==> src/rtl/fwcb_pkg.sv <==
`default_nettype none
package fwcb_pkg;

    // Breaker states as reported in state_after
    typedef enum logic [1:0] {
        BRK_CLOSED = 2'd0,
        BRK_OPEN   = 2'd1,
        BRK_HALF   = 2'd2
    } brk_state_t;

    // Request kinds carried on s_tuser
    localparam logic [1:0] MODE_CALL  = 2'd0;
    localparam logic [1:0] MODE_PROBE = 2'd1;
    localparam logic [1:0] MODE_RESET = 2'd2;
    localparam logic [1:0] MODE_QUERY = 2'd3;

    // Register indexes (byte address is 4 * index)
    localparam logic [2:0] REG_FAIL_THR   = 3'd0;
    localparam logic [2:0] REG_SUCC_THR   = 3'd1;
    localparam logic [2:0] REG_OPEN_TMO   = 3'd2;
    localparam logic [2:0] REG_HALF_MAX   = 3'd3;
    localparam logic [2:0] REG_WIN_USED   = 3'd4;
    localparam logic [2:0] REG_WIN_TIME   = 3'd5;

    // Register reset values
    localparam logic [15:0] FAIL_THR_RST = 16'd5;
    localparam logic [15:0] SUCC_THR_RST = 16'd2;
    localparam logic [30:0] OPEN_TMO_RST = 31'd30000;
    localparam logic [15:0] HALF_MAX_RST = 16'd1;
    localparam logic [7:0]  WIN_USED_RST = 8'd100;
    localparam logic [30:0] WIN_TIME_RST = 31'd60000;

    // Window entry: {failed, time}
    localparam int ENTRY_W = 33;

    // One result, packed from the highest bit down as on m_tdata
    typedef struct packed {
        logic [7:0] wcount;
        logic       changed;
        logic [1:0] state;
        logic       timed;
        logic       failed;
        logic       admitted;
    } res_t;

endpackage
`default_nettype wire

==> src/rtl/fwcb_ram.sv <==
`default_nettype none
module fwcb_ram #(
    parameter int WIDTH = 33,
    parameter int DEPTH = 128,
    parameter int AW    = (DEPTH > 1) ? $clog2(DEPTH) : 1
) (
    input  wire logic             clk,
    input  wire logic             we,
    input  wire logic [AW-1:0]    waddr,
    input  wire logic [WIDTH-1:0] wdata,
    input  wire logic             re,
    input  wire logic [AW-1:0]    raddr,
    output logic      [WIDTH-1:0] rdata
);

    logic [WIDTH-1:0] mem [DEPTH];
    logic [WIDTH-1:0] rdata_reg;

    // Single write port, registered read port
    always_ff @(posedge clk)
    begin
        if (we)
        begin
            mem[waddr] <= wdata;
        end
        if (re)
        begin
            rdata_reg <= mem[raddr];
        end
    end

    assign rdata = rdata_reg;

endmodule
`default_nettype wire

==> src/rtl/failure_window_circuit_breaker.sv <==
`default_nettype none
// Three-state circuit breaker (closed, open, half-open) with a ring window.
// Input stream s_*: one request per call, forced probe, reset or query; the
//   kind is on s_tuser, time and call outcome on s_tdata.
// Output stream m_*: exactly one result per request, in order.
// Configuration: APB port, six registers at byte addresses 0x00..0x14. The user
//   must write them only while no request is in flight; the block does not enforce it.
// Most requests pass through the evaluate and output states only. A
//   failing call in the closed state scans the window through the single
//   read port of the entry RAM, one read per entry in use (at most
//   WINDOW_DEPTH, 100 at reset).
// Requests: a new one is taken only after the last has left the sequencer;
//   s_tready is high only while the sequencer is idle.
// Stalls: the result sits in an output register; the next request is taken
//   while it waits, and is held back at completion until m_tready frees it.
// Reset: breaker closed, streaks and window cleared, registers to defaults.
//   The entry RAM needs no clearing pass; only written entries are read.
module failure_window_circuit_breaker
    import fwcb_pkg::*;
#(
    parameter int WINDOW_DEPTH = 128,
    parameter int STREAK_WIDTH = 16
) (
    input  wire logic         clk,
    input  wire logic         rst_n,
    // request stream
    input  wire logic         s_tvalid,
    output logic              s_tready,
    // s_tdata: now_ms[31:0], call_error[32], call_duration_ms[64:33],
    //          call_timeout_ms[96:65], zero fill [103:97]
    input  wire logic [103:0] s_tdata,
    // s_tuser: mode[1:0]
    input  wire logic [1:0]   s_tuser,
    // result stream
    output logic              m_tvalid,
    input  wire logic         m_tready,
    // m_tdata: admitted[0], call_failed[1], call_timed_out[2], state_after[4:3],
    //          state_changed[5], window_failure_count[13:6], zero fill [15:14]
    output logic [15:0]       m_tdata,
    // configuration
    input  wire logic         psel,
    input  wire logic         penable,
    input  wire logic         pwrite,
    input  wire logic [4:0]   paddr,
    input  wire logic [31:0]  pwdata,
    output logic [31:0]       prdata,
    output logic              pready
);

    localparam int AW = (WINDOW_DEPTH > 1) ? $clog2(WINDOW_DEPTH) : 1;
    localparam int CW = $clog2(WINDOW_DEPTH + 1);
    localparam int SW = STREAK_WIDTH;

    typedef enum logic [2:0] {
        S_IDLE,
        S_EVAL,
        S_SCAN,
        S_FINAL,
        S_OUT
    } fsm_t;

    // configuration registers
    logic [15:0] fail_thr_reg, succ_thr_reg, half_max_reg;
    logic [30:0] open_tmo_reg, win_time_reg;
    logic [7:0]  win_used_reg;

    // control and breaker state
    fsm_t          fsm_reg, fsm_next;
    brk_state_t    brk_reg, brk_next;
    logic [SW-1:0] fstreak_reg, fstreak_next;
    logic [SW-1:0] sstreak_reg, sstreak_next;
    logic [31:0]   last_reg, last_next;
    logic [AW-1:0] wp_reg, wp_next;
    logic          full_reg, full_next;
    logic [CW-1:0] issue_reg, issue_next;
    logic [CW-1:0] n_reg, n_next;
    logic [CW-1:0] cnt_reg, cnt_next;
    logic          rdv_reg, rdv_next;
    res_t          res_reg, res_next;
    logic          mv_reg, mv_next;
    res_t          mout_reg, mout_next;

    // latched request
    logic [1:0]  mode_reg;
    logic [31:0] now_reg, dur_reg, tmo_reg;
    logic        err_reg;

    // entry RAM ports
    logic                ram_we, ram_re;
    logic [AW-1:0]       ram_raddr;
    logic [ENTRY_W-1:0]  ram_wdata, ram_rdata;

    logic          cfg_wr;
    logic [CW-1:0] used;

    assign pready = 1'b1;
    assign cfg_wr = psel && penable && pwrite;
    assign s_tready = (fsm_reg == S_IDLE);
    assign m_tvalid = mv_reg;
    assign m_tdata  = {2'b00, mout_reg};

    // register read-back
    always_comb
    begin
        unique case (paddr[4:2])
            REG_FAIL_THR: prdata = {16'd0, fail_thr_reg};
            REG_SUCC_THR: prdata = {16'd0, succ_thr_reg};
            REG_OPEN_TMO: prdata = {1'b0, open_tmo_reg};
            REG_HALF_MAX: prdata = {16'd0, half_max_reg};
            REG_WIN_USED: prdata = {24'd0, win_used_reg};
            REG_WIN_TIME: prdata = {1'b0, win_time_reg};
            default:      prdata = 32'd0;
        endcase
    end

    // window entries in use, clamped to 1..WINDOW_DEPTH
    always_comb
    begin
        if (win_used_reg == 8'd0)
        begin
            used = CW'(1);
        end
        else if (32'(win_used_reg) > 32'(WINDOW_DEPTH))
        begin
            used = CW'(WINDOW_DEPTH);
        end
        else
        begin
            used = CW'(win_used_reg);
        end
    end

    // sequencer: evaluate, optional window scan, result hand-off
    always_comb
    begin
        brk_state_t    st;
        logic [SW-1:0] f, s;
        logic          chg, fast, timed, failed, expired;
        logic [CW-1:0] pos_inc;

        fsm_next     = fsm_reg;
        brk_next     = brk_reg;
        fstreak_next = fstreak_reg;
        sstreak_next = sstreak_reg;
        last_next    = last_reg;
        wp_next      = wp_reg;
        full_next    = full_reg;
        issue_next   = issue_reg;
        n_next       = n_reg;
        cnt_next     = cnt_reg;
        rdv_next     = 1'b0;
        res_next     = res_reg;
        mv_next      = mv_reg;
        mout_next    = mout_reg;
        ram_we       = 1'b0;
        ram_re       = 1'b0;
        ram_raddr    = issue_reg[AW-1:0];
        ram_wdata    = {1'b0, now_reg};

        st      = brk_reg;
        f       = fstreak_reg;
        s       = sstreak_reg;
        chg     = 1'b0;
        fast    = 1'b0;
        timed   = (tmo_reg != 32'd0) && (dur_reg > tmo_reg);
        failed  = err_reg || timed;
        expired = (now_reg - last_reg) >= {1'b0, open_tmo_reg};
        pos_inc = CW'(wp_reg) + CW'(1);

        // a result leaves when the receiver takes it
        if (mv_reg && m_tready)
        begin
            mv_next = 1'b0;
        end

        unique case (fsm_reg)
            S_IDLE:
            begin
                if (s_tvalid)
                begin
                    fsm_next = S_EVAL;
                end
            end

            S_EVAL:
            begin
                res_next = '0;
                fsm_next = S_OUT;
                unique case (mode_reg)
                    MODE_RESET:
                    begin
                        fstreak_next = '0;
                        sstreak_next = '0;
                        wp_next      = '0;
                        full_next    = 1'b0;
                        if (brk_reg != BRK_CLOSED)
                        begin
                            brk_next  = BRK_CLOSED;
                            last_next = now_reg;
                            chg       = 1'b1;
                        end
                        res_next.state   = BRK_CLOSED;
                        res_next.changed = chg;
                    end

                    MODE_QUERY:
                    begin
                        res_next.state = (brk_reg == BRK_OPEN && expired) ? BRK_HALF : brk_reg;
                    end

                    default:
                    begin
                        // forced probe or expired timeout leaves open
                        if (st == BRK_OPEN)
                        begin
                            if (mode_reg == MODE_PROBE || expired)
                            begin
                                st  = BRK_HALF;
                                f   = '0;
                                s   = '0;
                                chg = 1'b1;
                                last_next = now_reg;
                            end
                            else
                            begin
                                fast = 1'b1;
                            end
                        end
                        if (!fast && st == BRK_HALF &&
                            (33'(s) + 33'(f) >= 33'(half_max_reg)))
                        begin
                            fast = 1'b1;
                        end
                        if (!fast)
                        begin
                            res_next.admitted = 1'b1;
                            res_next.failed   = failed;
                            res_next.timed    = timed;
                            // record the outcome in the ring
                            ram_we    = 1'b1;
                            ram_wdata = {failed, now_reg};
                            if (pos_inc >= used)
                            begin
                                wp_next   = '0;
                                full_next = 1'b1;
                                n_next    = used;
                            end
                            else
                            begin
                                wp_next = pos_inc[AW-1:0];
                                n_next  = full_reg ? used : pos_inc;
                            end
                            if (failed)
                            begin
                                if (f != '1)
                                begin
                                    f = f + SW'(1);
                                end
                                s = '0;
                                if (st == BRK_HALF)
                                begin
                                    st  = BRK_OPEN;
                                    f   = '0;
                                    chg = 1'b1;
                                    last_next = now_reg;
                                end
                                else if (st == BRK_CLOSED)
                                begin
                                    fsm_next   = S_SCAN;
                                    issue_next = '0;
                                    cnt_next   = '0;
                                end
                            end
                            else
                            begin
                                if (s != '1)
                                begin
                                    s = s + SW'(1);
                                end
                                f = '0;
                                if (st == BRK_HALF && 33'(s) >= 33'(succ_thr_reg))
                                begin
                                    st  = BRK_CLOSED;
                                    s   = '0;
                                    chg = 1'b1;
                                    last_next = now_reg;
                                end
                            end
                        end
                        brk_next         = st;
                        fstreak_next     = f;
                        sstreak_next     = s;
                        res_next.state   = st;
                        res_next.changed = chg;
                    end
                endcase
            end

            S_SCAN:
            begin
                // one read issued per cycle, its data counted in the next cycle
                if (issue_reg < n_reg)
                begin
                    ram_re     = 1'b1;
                    issue_next = issue_reg + CW'(1);
                    rdv_next   = 1'b1;
                end
                if (rdv_reg && ram_rdata[32] &&
                    ((now_reg - ram_rdata[31:0]) <= {1'b0, win_time_reg}))
                begin
                    cnt_next = cnt_reg + CW'(1);
                end
                if (issue_reg == n_reg && !rdv_reg)
                begin
                    fsm_next = S_FINAL;
                end
            end

            S_FINAL:
            begin
                res_next.wcount = 8'(cnt_reg);
                if (32'(cnt_reg) >= 32'(fail_thr_reg))
                begin
                    brk_next         = BRK_OPEN;
                    last_next        = now_reg;
                    fstreak_next     = '0;
                    sstreak_next     = '0;
                    res_next.state   = BRK_OPEN;
                    res_next.changed = 1'b1;
                end
                fsm_next = S_OUT;
            end

            S_OUT:
            begin
                if (!mv_reg || m_tready)
                begin
                    mv_next   = 1'b1;
                    mout_next = res_reg;
                    fsm_next  = S_IDLE;
                end
            end

            default:
            begin
                fsm_next = S_IDLE;
            end
        endcase
    end

    // state, configuration and registered outputs
    always_ff @(posedge clk or negedge rst_n)
    begin
        if (!rst_n)
        begin
            fsm_reg      <= S_IDLE;
            brk_reg      <= BRK_CLOSED;
            fstreak_reg  <= '0;
            sstreak_reg  <= '0;
            last_reg     <= '0;
            wp_reg       <= '0;
            full_reg     <= 1'b0;
            issue_reg    <= '0;
            n_reg        <= '0;
            cnt_reg      <= '0;
            rdv_reg      <= 1'b0;
            res_reg      <= '0;
            mv_reg       <= 1'b0;
            mout_reg     <= '0;
            mode_reg     <= MODE_CALL;
            now_reg      <= '0;
            err_reg      <= 1'b0;
            dur_reg      <= '0;
            tmo_reg      <= '0;
            fail_thr_reg <= FAIL_THR_RST;
            succ_thr_reg <= SUCC_THR_RST;
            open_tmo_reg <= OPEN_TMO_RST;
            half_max_reg <= HALF_MAX_RST;
            win_used_reg <= WIN_USED_RST;
            win_time_reg <= WIN_TIME_RST;
        end
        else
        begin
            fsm_reg     <= fsm_next;
            brk_reg     <= brk_next;
            fstreak_reg <= fstreak_next;
            sstreak_reg <= sstreak_next;
            last_reg    <= last_next;
            wp_reg      <= wp_next;
            full_reg    <= full_next;
            issue_reg   <= issue_next;
            n_reg       <= n_next;
            cnt_reg     <= cnt_next;
            rdv_reg     <= rdv_next;
            res_reg     <= res_next;
            mv_reg      <= mv_next;
            mout_reg    <= mout_next;
            if (s_tvalid && s_tready)
            begin
                mode_reg <= s_tuser;
                now_reg  <= s_tdata[31:0];
                err_reg  <= s_tdata[32];
                dur_reg  <= s_tdata[64:33];
                tmo_reg  <= s_tdata[96:65];
            end
            if (cfg_wr)
            begin
                unique case (paddr[4:2])
                    REG_FAIL_THR: fail_thr_reg <= pwdata[15:0];
                    REG_SUCC_THR: succ_thr_reg <= pwdata[15:0];
                    REG_OPEN_TMO: open_tmo_reg <= pwdata[30:0];
                    REG_HALF_MAX: half_max_reg <= pwdata[15:0];
                    REG_WIN_USED: win_used_reg <= pwdata[7:0];
                    REG_WIN_TIME: win_time_reg <= pwdata[30:0];
                    default:      ;
                endcase
            end
        end
    end

    fwcb_ram #(
        .WIDTH (ENTRY_W),
        .DEPTH (WINDOW_DEPTH),
        .AW    (AW)
    ) u_entries (
        .clk   (clk),
        .we    (ram_we),
        .waddr (wp_reg),
        .wdata (ram_wdata),
        .re    (ram_re),
        .raddr (ram_raddr),
        .rdata (ram_rdata)
    );

    // an accepted request is always evaluated next
    a_accept_eval: assert property (@(posedge clk) disable iff (!rst_n)
        (s_tvalid && s_tready) |=> (fsm_reg == S_EVAL))
        else $error("accepted request not evaluated");

    // the scan never issues past the entries in use
    a_scan_bound: assert property (@(posedge clk) disable iff (!rst_n)
        (fsm_reg == S_SCAN) |-> (issue_reg <= n_reg))
        else $error("window scan overran");

    // a fast fail carries no call outcome
    a_fast_clean: assert property (@(posedge clk) disable iff (!rst_n)
        (mv_reg && !mout_reg.admitted) |-> (!mout_reg.failed && !mout_reg.timed))
        else $error("outcome on a call that did not run");

    // a window count only comes with a failed call
    a_count_fail: assert property (@(posedge clk) disable iff (!rst_n)
        (mv_reg && mout_reg.wcount != 8'd0) |-> mout_reg.failed)
        else $error("window count without failure");

    // a timeout is always counted as a failure
    a_timed_fail: assert property (@(posedge clk) disable iff (!rst_n)
        (mv_reg && mout_reg.timed) |-> mout_reg.failed)
        else $error("timeout not counted as failure");

endmodule
`default_nettype wire
==> config.mk <==
export PLATFORM = sky130hd
export DESIGN_NAME = failure_window_circuit_breaker
export DESIGN_NICKNAME = d
export VERILOG_FILES = /design/src/rtl/fwcb_pkg.sv /design/src/rtl/fwcb_ram.sv /design/src/rtl/failure_window_circuit_breaker.sv
export SDC_FILE = /design/constraint.sdc
export NUM_CORES = 2
export LEC_CHECK = 0
export BUFFER_PORTS_ARGS = -buffer_cell sky130_fd_sc_hd__buf_4
export CAP_MARGIN = 25
export CORE_AREA = 2 2 594 596
export DETAILED_ROUTE_END_ITERATION = 10
export DIE_AREA = 0 0 596 598
export PLACE_DENSITY_LB_ADDON = 0.25
export SLEW_MARGIN = 20
export SYNTH_ARGS = -nofsm -noshare
export SYNTH_HDL_FRONTEND = slang
export SYNTH_HIERARCHICAL = 1
export SYNTH_MEMORY_MAX_BITS = 65536
export SYNTH_SLANG_ARGS = --single-unit
export TNS_END_PERCENT = 1
==> constraint.sdc <==
create_clock -name clk -period 18.1 [get_ports clk]
set_input_delay 4.525 -clock clk [delete_from_list [all_inputs] [get_ports clk]]
set_output_delay 4.525 -clock clk [all_outputs]
set_load 0.02 [all_outputs]
* Yosys cells after proc, flatten, opt, wreduce, memory -nomap -nowiden
Memory sizes are Yosys's and may differ from the RTL's. A register that Yosys moved wholly into a read port is not among the register bits.
Index checks and enable logic that the tools add are counted.
** Cells by class
- Bitwise operators :: 3
- Muxes and demuxes :: 110
- Equal/unequal tests :: 31
- Order comparisons :: 9
- Add/subtract/negate cells :: 8
- Reductions and logical operators :: 44
** Operators with widths (count)
- $mux 16 :: 21
- $mux 32 :: 8
- $pmux 31 s6 :: 1
- $pmux 16 s2 :: 4
- $pmux 32 s2 :: 2
- $mux 33 :: 3
- $mux 8 :: 11
- $sub 32x32->32 :: 2
- $mux 3 :: 11
- $add 16x1->16 const B :: 2
- $ge 32x31->1 :: 1
- $gt 32x32->1 :: 1
- $le 32x31->1 :: 1
- $ne 16x16->1 const B :: 2
- $pmux 8 s2 :: 2
- $reduce_bool 32->1 :: 1
- $mux 1 :: 26
- $ne 2x2->1 const B :: 12
- $mux 2 :: 11
- $pmux 11 s2 :: 1
- $add 16x16->17 :: 1
- $ge 17x16->1 :: 1
- $add 8x1->8 const B :: 2
- $ge 16x16->1 :: 1
- 31 further kinds :: 77
** Word-level totals
- Memories kept :: 1
- Logic and storage cells :: 241
- Output and inout port bits :: 51
- Bits in registers :: 348
- Bits in writable memories :: 4224
** Memory list
- u_entries.mem :: words 128, bits a word 33, rd ports 1, clocked after memory_dff 1, write ports 1, line fwcb_ram.sv:16 : logic [WIDTH-1:0] mem [DEPTH];

* Longest topological paths before layout
- Depth after elaboration :: 23
- Depth in mapped cells :: 50
- Mapped depth without buffers :: 46

* Hierarchy
The synthesis kept the hierarchy.
** Modules (own cells, without submodules)
- fwcb_ram :: cells an instance 6170, area each 161461.1 um^2, times used 1, seq. area each 127832.6 um^2
- failure_window_circuit_breaker :: cells an instance 2526, area each 23149.7 um^2, times used 1, seq. area each 8734.6 um^2

* Worst setup path before layout
OpenSTA, ideal clock, no wires.
- Path type :: flip-flop to flip-flop
- From :: register now_reg[3]
- To :: memory u_entries.mem[80][0], enable pin
- Data required time :: 17594 ps
- Path slack :: 3701 ps
- Period minus slack after synthesis :: 14399 ps
- Arrival time :: 13893 ps
- Cell stages (with the launch flop) :: 46
- Path buffers :: 4
- Setup time :: 506 ps
- Cells stage by stage :: dfrtp_1 ha_1 and2_1 o21ai_0 nand3_1 a31oi_1 o21bai_1 a31o_2 a2111o_1 a31o_2 a21oi_1 xnor2_1 ha_1 a21o_1 a21oi_1 o211ai_1 a31oi_1 o221ai_1 [10 not listed] nor3_1 nor2_1 o21ai_0 nand2b_1 a21oi_1 xnor2_1 ha_1 nand4_1 nor3_1 o2bb2ai_1 or4_1 a2111oi_4 a21oi_1 a211o_1 inv_1 clkbuf_1 nand3_1 nor4_1
** Between the ends
- Cells in the longest elaborated chain, start to end :: 18
** RTL lines
- from (decl) :: line failure_window_circuit_breaker.sv:85 : logic [31:0] now_reg, dur_reg, tmo_reg;
- from (signal assigned) :: line failure_window_circuit_breaker.sv:401 : now_reg <= s_tdata[31:0];
- $sub 32x32->32 (*) :: line failure_window_circuit_breaker.sv:167 : expired = (now_reg - last_reg) >= {1'b0, open_tmo_reg};
- $ge 32x31->1 (*) :: line failure_window_circuit_breaker.sv:167
- $logic_or 1x1->1 (*) :: line failure_window_circuit_breaker.sv:216 : if (mode_reg == MODE_PROBE || expired)
- $mux 16, or another cell as far along :: line failure_window_circuit_breaker.sv:216
- $mux 16, or another cell as far along :: line failure_window_circuit_breaker.sv:214 : if (st == BRK_OPEN)
- $mux 16, or another cell as far along :: line failure_window_circuit_breaker.sv:189 : unique case (mode_reg)
- $mux 16, or another cell as far along :: line failure_window_circuit_breaker.sv:176 : unique case (fsm_reg)
- $add 16x16->17, or another cell as far along :: line failure_window_circuit_breaker.sv:230 : (33'(s) + 33'(f) >= 33'(half_max_reg)))
- [3 not listed]
- $mux 1 (*) :: line failure_window_circuit_breaker.sv:189
- $mux 1 (*) :: line failure_window_circuit_breaker.sv:176
- $mux 1 (*) :: line failure_window_circuit_breaker.sv:234 : if (!fast)
- $mux 1 (*) :: line failure_window_circuit_breaker.sv:189
- $mux 1 (*) :: line failure_window_circuit_breaker.sv:176
- via ram_we :: line failure_window_circuit_breaker.sv:89 : logic ram_we, ram_re;
- $mux 1 (*) :: line fwcb_ram.sv:22 : if (we)
- $mux 1 (not written as such) (*) :: line fwcb_ram.sv:24 : mem[waddr] <= wdata;
- to (decl) :: line fwcb_ram.sv:16
Mark *: on every way through the listed nets, which the timed path passes. The rest lies on a longest branch. The select of a mux whose other input is x is not followed.

* Worst setup path after layout
- From :: register now_reg[1]
- To :: memory u_entries.mem[110][3], enable pin
The elaborated chain is that of the path after synthesis.

==> results.toml <==
[outcome]
outcome = "finished, final reports clean"

[pwr]
total_switching_power_mw = 9.124
power_density_nw_per_um2 = 146.7
total_leakage_power_nw = 66.32
clock_power_share_pct = 30.5
p_seq_share_pct = 46.6
irDropWorstVdd_v = 0.0001151
combinational_cell_fraction_of_total_power_pct = 22.9
switching_part_of_the_total_power_pct = 29.84
post-layout-total-power_mw = 30.57
p_int_mw = 21.45

[worst_hold_path]
min_delay_worst_endpoint = "fstreak_reg[6]$_DFFE_PN0P_"
worst_hold_path_type = "reg -> reg"
hold_path_startpoint = "fstreak_reg[6]$_DFFE_PN0P_"
timing.hold.worst_path_depth = 1

[clocking]
post_cts_resize_count = 0
cts_hold_repair.buffers = 0
cts_root_buffer = "clkbuf_16"
ctsHtreeMaxLevel = 5
clock_sinks = 4605
cts-buffers-inserted = 446
clock_latency_ns = 0.99
clk_transition_reported_paths_ns = 0.07
tritoncts_clock_tree = "built"
cts_setup_buffers = 0
cts.path.max_buffers = 4

[yosys]
synthesis.area_um2 = 184600
proportion_of_netlist_area_held_by_the_largest_area_contributor_pct = 69.24
avgSynthCellArea_um2 = 21.23
synth_flop_cell = "edfxtp_1"
ys_top_cells_by_area = "edfxtp_1 (69%), mux4_2 (17%), dfrtp_1 (4.4%)"
synth_seq_cells = 4605
postSynth.asyncResetShare_pct = 7.557
yosys.area.top_type = "edfxtp_1"
yosysWarnings = 6
synth-edff-count = 4257
postSynthCellCount = 8696
yosysSeqAreaShare_pct = 73.98
post_synthesis_cell_type_count = 84

[sta]
setup_viol = 0
rsz0062_at_grt = "no"
final_worst_path_period_share_pct = 75.48
worst-slew-pin-transition_ns = 1.089
totalNegativeSetupSlack_ns = 0
final.setup_skew_ns = 0.06841
final.min_clock_period_ns = 13.66
finalHoldViolations = 0
relative_slew_margins_pct = 27.43
hold_ws_ns = 0.4574
achievable-frequency_ghz = 0.07319
layout_setup_ws_ns = 4.437
timing.final.max_slew_violations = 0

[setup_path]
reg2reg_slack_ns = 4.44
cp.required_ns = 18.72
worstReg2RegStart = "now_reg[1]$_DFFE_PN0P_"
crit_path_max_fanout = 55
critical-path-max-stage-delay_ns = 0.97
worstSetupStartpointType = "flip-flop"
timing.critical_path.arrival_ns = 14.28
setup.worst_path.class = "reg -> reg"
end_kind = "flip-flop"
critical_path.most_common_cell = "buf_4"
slowest_stage = "dfrtp_4"
ff2ff_path_depth = 47
r2r-end = "u_entries/mem[110][3]$_DFFE_PP_"

[cells_and_area]
final_core_util_pct = 59.40
drive_above_1_share_pct = 30.08
largest_register_ffs = 4224
area_growth_syn_to_layout_pct = 12.86
fin_nets = 9572
post-route-cell-area_um2 = 208300
final_cell_count_no_fill = 14222
fillCellCount = 24429

[job]
maxCapViolations = 0

[route]
drt_first_pass_iters = 8
routed_wire_length_per_instance_um = 33.49
drt-met1-wl_um = 189200
vias_per_cell = 6.498
route.met3.wl_um = 47970
totalWireLength_um = 476200
post-route-drc-count = 0
iteration_0_drc_markers = 13948
detailroute.wirelength.met2_um = 222400
postRouteAntennaNets = 0
route.vias.total = 92421
top_layer_used = "met5"

[floorplanning]
die_area_um2 = 356400
rows = 218
starting_utilization_of_the_core_area_pct = 52.63
floorplan.die.width_um = 596
floorplan.core_area_um2 = 350800
ioPinCount = 201
die_h_um = 598

[place]
detailed_placement_hpwl_um = 275400
place.detailed.instances = 13342
place.port_buffers = 186
post_dp_cell_area_um2 = 193200
pre_cts_ws_ns = 4.591
place_congestion = 0.8853

[global_route]
first_pass_grt_wire_length_um = 672300
first_global_vias = 91241
grt_use_total_pct = 26.60
grt_max_degree = 147
globalRoute.totalOverflow = 0
number_of_antenna_violations_at_the_first_check_in_global_routing = 77
-- worst max-delay path, delay by kind of cell (launching register included) --
family,cells,cell delay [ns]
AOI/OAI and AO/OA,22,5.66
xor gates and xnor gates,2,0.31
adders and majority gates,4,1.22
buffers and inverters,6,1.85
DFF,1,0.97
and+or+nand+nor,13,3.12
-- power by group through the flow --
stage	sequential, mW	clock, mW	combinational (mW)
after detailed placement	14.5	0	6.91
after CTS	14.3	9.44	6.93
final	14.2	9.32	7.01
after global placement	14.4	0	6.73
after global routing	14.3	9.84	7.51
after floorplan	14.6	0	4.00
-- synth_stat cells (all sizes together) (31+ instances only) --
| cell | instances |
|---|---|
| mux2i | 31 |
| a21o | 49 |
| dfrtp | 327 |
| edfxtp | 4257 |
| mux4 | 1388 |
| xor2 | 34 |
| nand4 | 47 |
| ha | 233 |
| o21ai | 251 |
| inv | 260 |
| a21oi | 129 |
| xnor2 | 53 |
| nor3 | 40 |
| clkbuf | 258 |
| buf | 156 |
| nand2 | 275 |
| nor2 | 237 |
| nand2b | 31 |
| nand3 | 63 |
| and2 | 34 |
| mux2 | 176 |
-- worst max path at each step --
stage	start	end	slack, ns
floorplan	now_reg[3]$_DFFE_PN0P_	u_entries/mem[80][0]$_DFFE_PP_	3.70
global placement	now_reg[1]$_DFFE_PN0P_	u_entries/mem[110][23]$_DFFE_PP_	4.69
detailed placement	now_reg[9]$_DFFE_PN0P_	u_entries/mem[126][19]$_DFFE_PP_	4.59
CTS	now_reg[9]$_DFFE_PN0P_	u_entries/mem[126][25]$_DFFE_PP_	4.58
global route	now_reg[1]$_DFFE_PN0P_	u_entries/mem[126][30]$_DFFE_PP_	3.86
finish	now_reg[1]$_DFFE_PN0P_	u_entries/mem[110][3]$_DFFE_PP_	4.44
-- placed cells by master, fill, tap and decap left out, types with 123 or more instances in the layout --
cell,count
nor2_4,123
mux4_2,1388
clkbuf_16,453
buf_4,432
dfrtp_1,288
ha_1,233
nand2_1,272
o21ai_0,248
inv_1,260
mux2_2,176
edfxtp_1,4257
a21oi_1,127
-- area by class of cell --
type,count,area [um^2],share of cell area (%)
Sequential cell,4605,136700,65.62
Multi-Input combinational cell,3419,46400,22.27
Clock buffer,549,11730,5.628
Tap cell,4620,5781,2.774
Timing Repair Buffer,454,3756,1.803
Clock inverter,280,2910,1.397
Inverter,260,975.9,0.4684
Antenna cell,35,87.58,0.04204
-- cells by family (layout without fill, tap and decap cells) --
logic type,count (synthesis),count (layout),share of synthesized area [%]
AO/OA/AOI/OAI,658,658,2.257
multiplexers,1595,1595,18.17
AND/OR/NAND/NOR,839,839,2.115
other,2,39,0.004068
flip-flops,4605,4605,73.98
XOR/XNOR,87,87,0.4128
buffers and inverters,674,1543,1.450
adder cells (fa/ha/maj),236,236,1.612
-- layer usage --
| metal | global-route usage, % | up-vias |
|---|---|---|
| li1 | - | 37201 |
| met1 | 39.35 | 49530 |
| met2 | 40.92 | 4985 |
| met3 | 4.547 | 685 |
| met4 | 8.570 | 20 |
| met5 | 0 | - |
No activity file was read; power rests on OpenSTA's default activity.
